### src/hdl/cpcr_isqrt.sv
`default_nettype none
// pipelined integer square root, one root bit per stage
module cpcr_isqrt #(
  parameter int unsigned RadBits  = 66,
  parameter int unsigned SideBits = 1
) (
  input  wire                 clk,
  input  wire                 rst,
  input  wire                 en,
  input  wire                 in_vld,
  input  wire [RadBits-1:0]   rad,
  input  wire [SideBits-1:0]  side_in,
  output logic                out_vld,
  output logic [RadBits/2-1:0] root,
  output logic [SideBits-1:0] side_out
);

  localparam int unsigned RootW = RadBits / 2;
  localparam int unsigned RemW  = RootW + 3;

  logic                vld_q  [RootW];
  logic [RemW-1:0]     rem_q  [RootW];
  logic [RootW-1:0]    root_q [RootW];
  logic [RadBits-1:0]  rad_q  [RootW];
  logic [SideBits-1:0] side_q [RootW];

  for (genvar k = 0; k < RootW; k++) begin : g_step
    logic                vld_in;
    logic [RemW-1:0]     rem_in;
    logic [RootW-1:0]    root_in;
    logic [RadBits-1:0]  rad_in;
    logic [SideBits-1:0] side_k;
    logic [RemW-1:0]     rem_sh;
    logic [RemW-1:0]     trial;
    logic [RemW-1:0]     rem_nx;
    logic [RootW-1:0]    root_nx;

    if (k == 0) begin : g_first
      always_comb begin
        vld_in  = in_vld;
        rem_in  = '0;
        root_in = '0;
        rad_in  = rad;
        side_k  = side_in;
      end
    end else begin : g_next
      always_comb begin
        vld_in  = vld_q[k-1];
        rem_in  = rem_q[k-1];
        root_in = root_q[k-1];
        rad_in  = rad_q[k-1];
        side_k  = side_q[k-1];
      end
    end

    always_comb begin
      rem_sh = {rem_in[RemW-3:0], rad_in[RadBits-1-2*k -: 2]};
      trial  = RemW'({root_in, 2'b01});
      if (rem_sh >= trial) begin
        rem_nx  = rem_sh - trial;
        root_nx = {root_in[RootW-2:0], 1'b1};
      end else begin
        rem_nx  = rem_sh;
        root_nx = {root_in[RootW-2:0], 1'b0};
      end
    end

    always_ff @(posedge clk) begin
      if (rst) begin
        vld_q[k] <= 1'b0;
      end else if (en) begin
        vld_q[k] <= vld_in;
      end
    end

    always_ff @(posedge clk) begin
      if (en) begin
        rem_q[k]  <= rem_nx;
        root_q[k] <= root_nx;
        rad_q[k]  <= rad_in;
        side_q[k] <= side_k;
      end
    end
  end

  assign out_vld  = vld_q[RootW-1];
  assign root     = root_q[RootW-1];
  assign side_out = side_q[RootW-1];

endmodule
`default_nettype wire

### config.mk
export PLATFORM = sky130hd
export DESIGN_NAME = cpcr_isqrt
export DESIGN_NICKNAME = d
export VERILOG_FILES = /design/src/hdl/cpcr_isqrt.sv
export SDC_FILE = /design/constraint.sdc
export NUM_CORES = 2
export LEC_CHECK = 0
export ABC_CLOCK_PERIOD_IN_PS = 4270
export BUFFER_PORTS_ARGS = -buffer_cell sky130_fd_sc_hd__buf_2
export CORE_MARGIN = 4
export CORE_UTILIZATION = 60
export DETAILED_ROUTE_END_ITERATION = 10
export PLACE_DENSITY_LB_ADDON = 0.08
export REMOVE_ABC_BUFFERS = 1
export SLEW_MARGIN = 30
export SYNTH_ARGS = -nofsm -noshare
export SYNTH_HDL_FRONTEND = slang
export SYNTH_MEMORY_MAX_BITS = 65536
export SYNTH_SLANG_ARGS = --single-unit
### constraint.sdc
create_clock -name clk -period 4.27 [get_ports clk]
set_clock_uncertainty 0.2 [all_clocks]
set_input_delay 0.2135 -clock clk [delete_from_list [all_inputs] [get_ports clk]]
set_output_delay 0.2135 -clock clk [all_outputs]
set_load 0.05 [all_outputs]
==> results.sh <==
export IMPL_hp_class="register to register"
export IMPL_port_buffers=105
export IMPL_avgSynthCellArea_um2=13.03
export IMPL_clock_sink_count=2720
export IMPL_path_clk_slew_ps=60
export IMPL_required_ps=4700
export IMPL_ios=106
export IMPL_final_period_utilization_pct=98.66
export IMPL_drt_met1_wl_um=115900
export IMPL_period_needed_ps=4213
export IMPL_startpoint="rem_q[0][1080]"
export IMPL_syn2layout_area_growth_pct=12.56
export IMPL_start_util_pct=60.61
export IMPL_grt_max_degree=151
export IMPL_rsz0062_at_grt="no"
export IMPL_grt_pass1_vias=74950
export IMPL_dp_slack_ps=264.3
export IMPL_yosysUniqueCellTypes=85
export IMPL_clk_latency_ps=950
export IMPL_status="completed"
export IMPL_synth_main_ff_cell="edfxtp_1"
export IMPL_p_int_mw=55.68
export IMPL_yosysSeqAreaShare_pct=64.82
export IMPL_core_um2=207900
export IMPL_post_cts_setup_buffers=0
export IMPL_irDropWorstVdd_uv=527.9
export IMPL_synth_edf_count=2720
export IMPL_p_total_mw=77.34
export IMPL_drcViolationCount=0
export IMPL_first_iter_violations=6135
export IMPL_syn_inst=9669
export IMPL_wl_met2_um=128700
export IMPL_max_freq_mhz=237.4
export IMPL_synth_seq_cells=2720
export IMPL_routed_top_layer="met4"
export IMPL_cp_end_kind="register"
export IMPL_antenna_found_initial=6
export IMPL_synth_warnings=0
export IMPL_p_leak_nw=54.70
export IMPL_power_per_cell_area_nw_per_um2=545.3
export IMPL_route_met3_wl_um=12490
export IMPL_synth_most_common_cell="edfxtp_1"
export IMPL_synthesis_area_um2=126000
export IMPL_totalWireLength_um=264200
export IMPL_crit_path_max_fanout=59
export IMPL_place_inst=12550
export IMPL_grt_first_pass_wirelength_um=416300
export IMPL_hp_start="rad_q[0][957]"
export IMPL_p_sw_share_pct=28.00
export IMPL_gp_congestion=0.9536
export IMPL_slew_viol_final=0
export IMPL_synthArstFlopShare_pct=0
export IMPL_pwr_share_seq_pct=46.7
export IMPL_power_clock_fraction_pct=32.1
export IMPL_slew_headroom_pct=24.98
export IMPL_p_comb_share_pct=21.3
export IMPL_fin_ws_ps=57.10
export IMPL_worst_slew_pin_slew_ps=1118
export IMPL_vias=76390
export IMPL_avgViaCountPerCell=5.784
export IMPL_arrival_ps=4640
export IMPL_grt_ovfl_total=0
export IMPL_clockBufferDepth=4
export IMPL_synth_top_area_share_pct=64.82
export IMPL_setup_violations=0
export IMPL_ant_nets=0
export IMPL_final_cells=13210
export IMPL_synth_area_leaders="edfxtp_1 (65%), ha_1 (5.9%), xnor2_1 (3.3%)"
export IMPL_numCtsBuffers=298
export IMPL_die_area_um2=217400
export IMPL_root_buffer="clkbuf_16"
export IMPL_critical_path_class="register to register"
export IMPL_hold_viol=0
export IMPL_die_y_um=466.3
export IMPL_synth_commonest_cells="edfxtp_1 (2720), inv_1 (758), nand2_1 (620)"
export IMPL_h_tree_depth=5
export IMPL_p_switching_mw=21.66
export IMPL_cts_tree="done"
export IMPL_dr_pass1_iters=6
export IMPL_r2r_start="rem_q[0][1080]"
export IMPL_hpwl_um=187600
export IMPL_whs_ps=169.6
export IMPL_core_rowCount=167
export IMPL_timing_max_cap_violations=0
export IMPL_nNetsFinal=10870
export IMPL_die_w_um=466.3
export IMPL_routedWlPerCell_um=20.01
export IMPL_final_util_pct=68.22
export IMPL_gr_usage_all_layers_pct=24.13
export IMPL_cp_start_kind="register"
export IMPL_layout_drive_gt1_share_pct=8.362
export IMPL_yosysTopAreaCell="edfxtp_1"
==> timing repair <==
| action | 4_1_cts | 5_1_grt |
|---|---|---|
| endpoints found under the hold margin | 685 | 0 |
| hold buffers | 140 | 0 |
| endpoints found under the setup margin | 0 | 5 |
| gates resized for setup | 0 | 2 |
==> kinds of logic (layout without fill, tap and decap cells) <==
logic type,after synthesis,count (layout),share of synthesized area (%)
AOI/OAI and AO/OA,1943,1943,9.634
other,1,3,0.002976
buffers and inverters,949,1696,2.837
DFF,2720,2720,64.82
muxes,98,98,0.8668
adders and majority gates,596,596,5.918
and+or+nand+nor,2485,2485,9.826
xor gates and xnor gates,877,877,6.096
==> sequential cells by signal, summed over array words and instances (netlist names) <==
signal	flops
root_q	561
vld_q	33
side_q	33
rad_q	1056
rem_q	1037
==> stage by stage <==
stage / TNS, ps / cell area, µm²
2_1_floorplan: -131940 / 125300
3_3_place_gp: -88.73 / 131000
3_5_place_dp: 0 / 131000
4_1_cts: 0 / 141800
5_1_grt: 0 / 141800
6_report: 0 / 141800
==> routing by layer <==
layer,global-route usage [%],up-vias
met1,33.20,37110
met3,3.399,481
met4,6.664,0
li1,-,36930
met2,40.58,1873
met5,0,-
==> cells in the final DEF (no fill, tap or decap), types with 104 or more instances in the layout <==
master / instances
nand3_1: 167
o21ai_0: 480
xor2_1: 406
ha_1: 596
edfxtp_1: 2720
or3_1: 109
xnor2_1: 471
buf_4: 148
nor3_1: 244
nand4_1: 104
nor2_1: 568
nand2_1: 620
clkbuf_16: 304
nor4_1: 123
dlygate4sd3_1: 140
inv_1: 758
buf_2: 104
a21o_1: 273
a21oi_1: 594
==> critical path, cell delays in order (launching register included) <==
cell	delay (ps)
edfxtp_1	400
ha_1	360
nor2b_1	150
o21a_1	140
o21ai_0	190
a21o_1	280
a311oi_1	880
a41oi_1	370
o21ai_4	250
buf_12	270
mux2_2	380
==> path summary, 6_finish.rpt <==
path,endpoint,slack (ps),depth (start not counted)
hold / removal,rad_q[0][1023],170,0
setup reg to reg,rem_q[0][1123],60,10
setup / recovery,rem_q[0][1123],60,10
hold reg to reg,rad_q[0][1023],170,0
==> power by group through the flow <==
stage          Clock, mW  Combinational (mW)  Sequential, mW
6_report            24.8                16.4            36.1
5_1_grt             26.6                18.2            36.4
4_1_cts             25.4                16.3            36.1
3_5_place_dp           0                16.0            36.6
3_3_place_gp           0                15.8            36.6
2_1_floorplan          0                11.8            35.7
==> layout make-up <==
type                    instances  area (µm²)
well taps                    2788        3488
repair buffers                418        3553
diodes                          2       5.005
flip-flops and latches       2720       81680
fillers                     14590       66070
multi-input cells            6000       40880
clock buffers                 359        7814
clock inverters               159        1569
inverters                     760        2853
(Power assumes the default switching activity.)
