`config.mk`:
```
export PLATFORM = sky130hd
export DESIGN_NAME = cpcr_udiv
export DESIGN_NICKNAME = d
export VERILOG_FILES = /design/src/hdl/cpcr_udiv.sv
export SDC_FILE = /design/constraint.sdc
export NUM_CORES = 1
export LEC_CHECK = 0
export BUFFER_PORTS_ARGS = -buffer_cell sky130_fd_sc_hd__buf_2
export CAP_MARGIN = 15
export CELL_PAD_IN_SITES_DETAIL_PLACEMENT = 1
export CELL_PAD_IN_SITES_GLOBAL_PLACEMENT = 1
export CORE_MARGIN = 2
export CORE_UTILIZATION = 40
export CTS_BUF_LIST = sky130_fd_sc_hd__clkbuf_8
export CTS_CLUSTER_DIAMETER = 40
export DETAILED_ROUTE_END_ITERATION = 16
export PLACE_DENSITY = 0.76
export SYNTH_ARGS = -nofsm -noshare
export SYNTH_HDL_FRONTEND = slang
export SYNTH_SLANG_ARGS = --single-unit
```
`constraint.sdc`:
```
create_clock -name clk -period 2.6 [get_ports clk]
set_clock_uncertainty 0.15 [all_clocks]
set_input_delay 0.52 -clock clk [delete_from_list [all_inputs] [get_ports clk]]
set_output_delay 0.52 -clock clk [all_outputs]
set_load 0.05 [all_outputs]
```
`src/hdl/cpcr_udiv.sv`:
```
`default_nettype none
// pipelined restoring divider, two numerators over one divisor,
// one quotient bit per stage
module cpcr_udiv #(
  parameter int unsigned NumBits  = 8,
  parameter int unsigned DenBits  = 8,
  parameter int unsigned QuoBits  = 4,
  parameter int unsigned SideBits = 1
) (
  input  wire                 clk,
  input  wire                 rst,
  input  wire                 en,
  input  wire                 in_vld,
  input  wire [NumBits-1:0]   num0,
  input  wire [NumBits-1:0]   num1,
  input  wire [DenBits-1:0]   den,
  input  wire [SideBits-1:0]  side_in,
  output logic                out_vld,
  output logic [QuoBits-1:0]  quo0,
  output logic [QuoBits-1:0]  quo1,
  output logic [SideBits-1:0] side_out
);

  logic                vld_q  [QuoBits];
  logic [DenBits-1:0]  den_q  [QuoBits];
  logic [NumBits-1:0]  num_q  [QuoBits][2];
  logic [DenBits-1:0]  rem_q  [QuoBits][2];
  logic [QuoBits-1:0]  quo_q  [QuoBits][2];
  logic [SideBits-1:0] side_q [QuoBits];

  for (genvar k = 0; k < QuoBits; k++) begin : g_step
    logic                vld_in;
    logic [DenBits-1:0]  den_in;
    logic [NumBits-1:0]  num_in [2];
    logic [DenBits-1:0]  rem_in [2];
    logic [QuoBits-1:0]  quo_in [2];
    logic [SideBits-1:0] side_k;
    logic [DenBits:0]    sh     [2];
    logic [DenBits-1:0]  rem_nx [2];
    logic [QuoBits-1:0]  quo_nx [2];

    if (k == 0) begin : g_first
      // quotient fits QuoBits, so the bits above it start below the divisor
      always_comb begin
        vld_in    = in_vld;
        den_in    = den;
        side_k    = side_in;
        num_in[0] = num0;
        num_in[1] = num1;
        rem_in[0] = DenBits'(num0 >> QuoBits);
        rem_in[1] = DenBits'(num1 >> QuoBits);
        quo_in[0] = '0;
        quo_in[1] = '0;
      end
    end else begin : g_next
      always_comb begin
        vld_in = vld_q[k-1];
        den_in = den_q[k-1];
        side_k = side_q[k-1];
        num_in = num_q[k-1];
        rem_in = rem_q[k-1];
        quo_in = quo_q[k-1];
      end
    end

    always_comb begin
      for (int l = 0; l < 2; l++) begin
        sh[l] = {rem_in[l], num_in[l][QuoBits-1-k]};
        if (sh[l] >= {1'b0, den_in}) begin
          rem_nx[l] = DenBits'(sh[l] - {1'b0, den_in});
          quo_nx[l] = {quo_in[l][QuoBits-2:0], 1'b1};
        end else begin
          rem_nx[l] = sh[l][DenBits-1:0];
          quo_nx[l] = {quo_in[l][QuoBits-2:0], 1'b0};
        end
      end
    end

    always_ff @(posedge clk) begin
      if (rst) begin
        vld_q[k] <= 1'b0;
      end else if (en) begin
        vld_q[k] <= vld_in;
      end
    end

    always_ff @(posedge clk) begin
      if (en) begin
        den_q[k]  <= den_in;
        side_q[k] <= side_k;
        num_q[k]  <= num_in;
        rem_q[k]  <= rem_nx;
        quo_q[k]  <= quo_nx;
      end
    end
  end

  assign out_vld  = vld_q[QuoBits-1];
  assign quo0     = quo_q[QuoBits-1][0];
  assign quo1     = quo_q[QuoBits-1][1];
  assign side_out = side_q[QuoBits-1];

endmodule
`default_nettype wire

```
==> qor.yml, run 1 <==
timing:
  finalMaxSlewViolations: 0
  fin_ws_ps: 93.4
  fmax_mhz: 399
  post-route-min-period_ps: 2510
  worstMarginPinSlew_ps: 602
  finalCritPeriodShare_pct: 96.4
  slew_headroom_pct: 59.5
  hold_violations: 0
  tns_ps: 0
  finalSetupViolations: 0
yosys:
  synth_nets: 579
  ys_top_cells_by_area: "edfxtp_1 (54%), ha_1 (12%), mux2_2 (5.2%)"
  synth-xor-area-share_pct: 2.23
  synthMuxAreaShare_pct: 7.28
  syn_avg_cell_area_sq_um: 12.9
  ys_warn_count: 0
  synthSimpleGateAreaFrac_pct: 7.36
  syn-cell-area_sq_mm: 0.00627
  synthTopCellsByCount: "edfxtp_1 (112), ha_1 (58), inv_1 (54)"
  yosys.area.top_type_share_pct: 53.6
  synth_top_area_cell: "edfxtp_1"
  ys_seq_area_share_pct: 53.6
  synth_most_common_cell: "edfxtp_1"
  synth_top_family_by_area: "adder cells"
  synth_seq_cells: 112
  synth_cell_type_count: 43
  ys.flop_type: "edfxtp_1"
  syn_inst: 486
  synth_compound_area_share_pct: 12.1
  synth_adder_area_share_pct: 13.5
  synth-edff-count: 112
  synth-async-reset-ratio_pct: 0
critical_path:
  critPathKind: "reg2reg"
  cp_top_family: "adder cells"
  worst_setup_path_end_kind: "register"
  start_kind: "register"
  worst_path_max_delay_cell: "edfxtp_1"
  arrival_ps: 2510
  worst_path_largest_cell_delay_ps: 480
  crit_required_ps: 2600
  crit_buf_inv: 0
  crit_fanout: 3
  crit_chain: "ha_1 -> fa_1 -> nor2b_1 -> o31a_1 -> nor4_1 -> a311o_1 -> mux2_2"
floorplan:
  ios: 39
  start_util_pct: 41.1
  dieHeight_microns: 129
  die_area_sq_mm: 0.0167
  die_x_microns: 129
  rows: 45
  coreArea_sq_mm: 0.0153
placed_design:
  placed_cell_area_sq_mm: 0.00693
  pre_cts_ws_ps: -107
  dp_hpwl_microns: 10500
  io_buffers: 38
  place_inst: 757
  routabilityCongestion: 0.922
global_route:
  track_usage_pct: 17.1
  grt_max_degree: 41
  antenna_found_initial: 0
  grt_pass1_wl_microns: 21700
  grt_pass1_vias: 4343
  grt_overflow_total: 0
clock_network:
  cts.sinks: 112
  cts_tree: "done"
  insertion_delay_ps: 400
  clk_path_buf_depth: 2
  numCtsBuffers: 9
  hold_buffers: 0
  path_clk_slew_ps: 110
  htreeDepth: 3
  root_buffer: "clkbuf_8"
routing:
  wl_per_cell_microns: 17.5
  drt-total-wl_microns: 13600
  drc_errors: 0
  drt-initial-drc-count: 218
  vias: 4034
  ant_nets: 0
  drtPass1Iterations: 4
  viasPerCell: 5.21
finish:
  drive_gt1_share_pct: 23.8
  instances_no_fill: 775
  fin_area_sq_mm: 0.00717
  syn_to_final_growth_pct: 14.3
  n_antenna_cell: 0
  num-nets-final: 652
power:
  powerDensity_mw_per_mm2: 693
  leakage_nw: 3.01
  total_power_mw: 4.97
  irDropWorstVdd_uv: 308
flow_run:
  max-cap-violations: 0
hold_path:
  hold_class: "in2reg"
status:
  outcome: "complete, no violations"
==> power breakdown <==
group | switching [mW] | total (mW) | internal, mW
clock network | 0.619 | 1.08 | 0.456
registers | 0.101 | 2.38 | 2.28
logic | 0.814 | 1.52 | 0.703
total | 1.53 | 4.97 | 3.44
==> metrics by stage <==
step	util [%]	hold WS [ps]
after CTS	46.8	125
after global placement	45.4	251
after floorplan	-	250
final	47.0	144
after global routing	47.0	136
after detailed placement	45.4	255
==> worst register-to-register path, stage by stage, from the launching register on <==
cell	delay, ps
edfxtp_1	480
ha_1	250
fa_1	420
nor2b_1	170
o31a_1	170
nor4_1	60
a311o_1	310
mux2_2	260
==> final timing paths <==
check                                           start                      to  slack, ps  depth (start not counted)
worst max register to register  den_q[0][0]$_DFFE_PP_  rem_q[1][14]$_DFFE_PP_         90                          7
worst min register to register  quo_q[0][0]$_DFFE_PP_   quo_q[1][1]$_DFFE_PP_        280                          0
worst min-delay path                          num0[0]   num_q[0][8]$_DFFE_PP_        140                          1
worst max-delay path            den_q[0][0]$_DFFE_PP_  rem_q[1][14]$_DFFE_PP_         90                          7
==> state kept, by name, indices dropped and copies added (netlist names) <==
register	count
num_q	12
rem_q	48
side_q	4
vld_q	4
den_q	24
quo_q	20
==> per-layer routing <==
metal  GRT usage (%)  share of wire [%]
met3            1.90                2.2
met2            31.4                 52
met4            8.63                3.1
met1            19.6                 42
met5               0                  0
==> layout make-up <==
class | instances | area [sq um]
Timing Repair Buffer | 69 | 450
Clock buffer | 9 | 124
Clock inverter | 7 | 77.6
Fill cell | 1593 | 8090
Inverter | 55 | 206
Sequential cell | 112 | 3360
Multi-Input combinational cell | 312 | 2690
Tap cell | 211 | 264
==> cell usage in the layout (no fill, tap or decap), types with 10 or more instances in the layout <==
cell	synthesis	final
buf_2	2	37
inv_1	54	54
xnor2_1	13	13
o21ai_0	15	15
nor2b_1	11	10
nor2_1	21	21
buf_4	3	30
a21o_1	16	16
ha_1	58	57
nor3_1	16	16
mux2_2	29	29
a21oi_1	17	16
edfxtp_1	112	112
mux2i_1	13	13
==> cell families (layout without fill, tap and decap cells) <==
group	after synthesis	count (layout)
adders and majority gates	64	64
buffers and inverters	62	140
AOI/OAI and AO/OA	101	101
and+or+nand+nor	89	89
xor gates and xnor gates	16	16
DFF	112	112
muxes	42	42
==> repair_timing <==
action,in CTS,in global routing
endpoints found under the setup margin,19,23
setup buffers,0,2
gates resized for setup,6,5
gates cloned,0,0
pin swaps,0,2
(Power assumes the default switching activity.)
==> run 2: changes to the inputs <==
--- a/config.mk
+++ b/config.mk
@@ -14,6 +14,7 @@
 export CTS_BUF_LIST = sky130_fd_sc_hd__clkbuf_8
 export CTS_CLUSTER_DIAMETER = 40
 export DETAILED_ROUTE_END_ITERATION = 16
+export GPL_TIMING_DRIVEN = 0
 export PLACE_DENSITY = 0.76
 export SYNTH_ARGS = -nofsm -noshare
 export SYNTH_HDL_FRONTEND = slang
==> run 2 against run 1 <==
Net effect: sequential share of layout area fell by 0.23 points; critical path depth unchanged; design area up 0.49%; clock-buffer cell count did not move; setup slack got worse by 90 ps; register-to-register slack worse by 90 ps; via count is 1.1% lower; non-clock buffer count decreased by 6; first-iteration DRC count down 12%; critical endpoint is now rem_q[1][15]$_DFFE_PP_; largest cell class unchanged; highest routed layer unchanged.
==> qor.yml, run 2 (synthesis results as in run 1) <==
floorplan:
  ios: 39  # unchanged
  coreArea_sq_mm: 0.0153  # unchanged
  rows: 45  # unchanged
  die_x_microns: 129  # unchanged
  start_util_pct: 41.1  # unchanged
  dieHeight_microns: 129  # unchanged
  die_area_sq_mm: 0.0167  # unchanged
routing:
  drc_errors: 0  # unchanged
  drt-initial-drc-count: 192  # -12%
  ant_nets: 0  # unchanged
  drt-total-wl_microns: 13100  # -3.1%
  viasPerCell: 5.19  # -0.37%
  wl_per_cell_microns: 17.1  # -2.4%
  vias: 3988  # -1.1%
  drtPass1Iterations: 4  # unchanged
clock_network:
  path_clk_slew_ps: 100  # about the same
  htreeDepth: 3  # unchanged
  clk_path_buf_depth: 2  # unchanged
  root_buffer: "clkbuf_8"
  numCtsBuffers: 9  # unchanged
  cts.sinks: 112  # unchanged
  insertion_delay_ps: 390  # about the same
  hold_buffers: 0  # unchanged
  cts_tree: "done"
finish:
  fill_cells: 1604  # +0.69%
  fin_util_pct: 47.2  # +0.23 points
  layout_commonest_cell: "edfxtp_1"
  largestRegisters: "rem_q (48), den_q (24), quo_q (20)"
  num-nets-final: 646  # -0.92%
  syn_to_final_growth_pct: 14.9
  fin_area_sq_mm: 0.00721  # +0.49%
  n_antenna_cell: 0  # unchanged
  final_cell_mix: "edfxtp_1 (112), ha_1 (53), inv_1 (50)"
  largest_reg_flops: 48  # unchanged
  largest-register: "rem_q"
  drive_gt1_share_pct: 24.6  # +0.79 points
  instances_no_fill: 769  # -0.77%
placed_design:
  place_inst: 736  # -2.8%
  routabilityCongestion: 0.838  # -9.1%
  placed_cell_area_sq_mm: 0.00676  # -2.5%
  pre_cts_ws_ps: -177  # -70.4 ps
  dp_hpwl_microns: 9840  # -6.7%
  io_buffers: 38  # unchanged
critical_path:
  start_kind: "register"
  worst_path_largest_cell_delay_ps: 430  # -50 ps
  worst_path_max_delay_cell: "edfxtp_1"
  crit_fanout: 7  # +4
  arrival_ps: 2590  # +80 ps
  worst_setup_path_end_kind: "register"
  r2r_setup_slack_ps: 3  # -90 ps
  crit_chain: "inv_2 -> ha_2 -> a21o_1 -> a2111oi_4 -> o21a_1 -> buf_6 -> mux2_2"
  crit_required_ps: 2590  # about the same
  critPathKind: "reg2reg"
timing:
  finalCritPeriodShare_pct: 99.9  # +3.5 points
  slew_headroom_pct: 52.1  # -7.4 points
  fin_ws_ps: 3.48  # -89.9 ps
  finalMaxSlewViolations: 0  # unchanged
  tns_ps: 0  # unchanged
  post-route-min-period_ps: 2600  # +89.9 ps
  hold_violations: 0  # unchanged
  rsz0062_at_grt: "true"
  fmax_mhz: 385  # -3.5%
  worstMarginPinSlew_ps: 718  # +116 ps
  finalSetupViolations: 0  # unchanged
  holdWs_ps: 154  # +10.5 ps
power:
  total_power_mw: 5.05  # +1.5%
  pwr-share-seq_pct: 47.2  # -0.7 points
  leakage_nw: 2.98  # -1.3%
  power.switching_mw: 1.52  # -0.83%
  powerDensity_mw_per_mm2: 700  # +1.0%
  irDropWorstVdd_uv: 254  # -18%
  switching_share_pct: 30.1  # -0.71 points
  combPwrFrac_pct: 30.1  # -0.4 points
  clkPwrFrac_pct: 22.7  # +1.1 points
  internal_power_mw: 3.53  # +2.6%
global_route:
  track_usage_pct: 16.6  # -0.51 points
  grt_pass1_vias: 4328  # -0.35%
  antenna_found_initial: 0  # unchanged
  grt_max_degree: 57  # +39%
  grt_pass1_wl_microns: 21200  # -2.5%
  grt_overflow_total: 0  # unchanged
flow_run:
  max-cap-violations: 0  # unchanged
status:
  outcome: "complete, no violations"
hold_path:
  hold_class: "in2reg"
## run 2: what timing repair did
item,4_1_cts,5_1_grt
resized for setup,13,14
setup buffers,8,9
pin swaps,3,5
endpoints found under the setup margin,26,19
## run 2: final timing paths
kind	to	cells past startpoint	startpoint
min	num_q[0][0]$_DFFE_PP_	1	num1[0]
max reg2reg	rem_q[1][15]$_DFFE_PP_	7	den_q[0][6]$_DFFE_PP_
min reg2reg	side_q[2]$_DFFE_PP_	0	side_q[1]$_DFFE_PP_
max	rem_q[1][15]$_DFFE_PP_	7	den_q[0][6]$_DFFE_PP_
## run 2: worst max-delay path: cells and delay by family, from the launching register on
kind	cells	cell delay [ps]
flip-flops	1	430
multiplexers	1	350
adder cells (fa/ha/maj)	1	330
buffers and inverters	2	280
AO/OA/AOI/OAI	3	820
## run 2: power by group through the flow
stage / clock, mW / sequential, mW / combinational (mW)
after detailed placement: 0 / 2.42 / 1.39
after global routing: 1.25 / 2.41 / 1.67
final: 1.15 / 2.38 / 1.52
after CTS: 1.19 / 2.38 / 1.45
after global placement: 0 / 2.41 / 1.31
after floorplan: 0 / 2.44 / 0.992
## run 2: area by class of cell
cell class / instances / area [sq um] / share of cell area [%]
clock buffer: 9 / 124 / 1.72
sequential: 112 / 3360 / 46.7
clock inverter: 7 / 93.8 / 1.30
inverter: 55 / 206 / 2.86
multi-input combinational: 312 / 2760 / 38.2
buffer: 7 / 52.6 / 0.729
timing repair buffer: 56 / 348 / 4.83
tap: 211 / 264 / 3.66
## run 2: metal layers
layer / global-route usage (%) / vias up / wire [microns]
li1: - / 1961 / -
met1: 18.6 / 1944 / 5610
met2: 30.3 / 61 / 6740
met3: 2.31 / 22 / 283
met4: 9.08 / 0 / 508
met5: 0 / - / 0
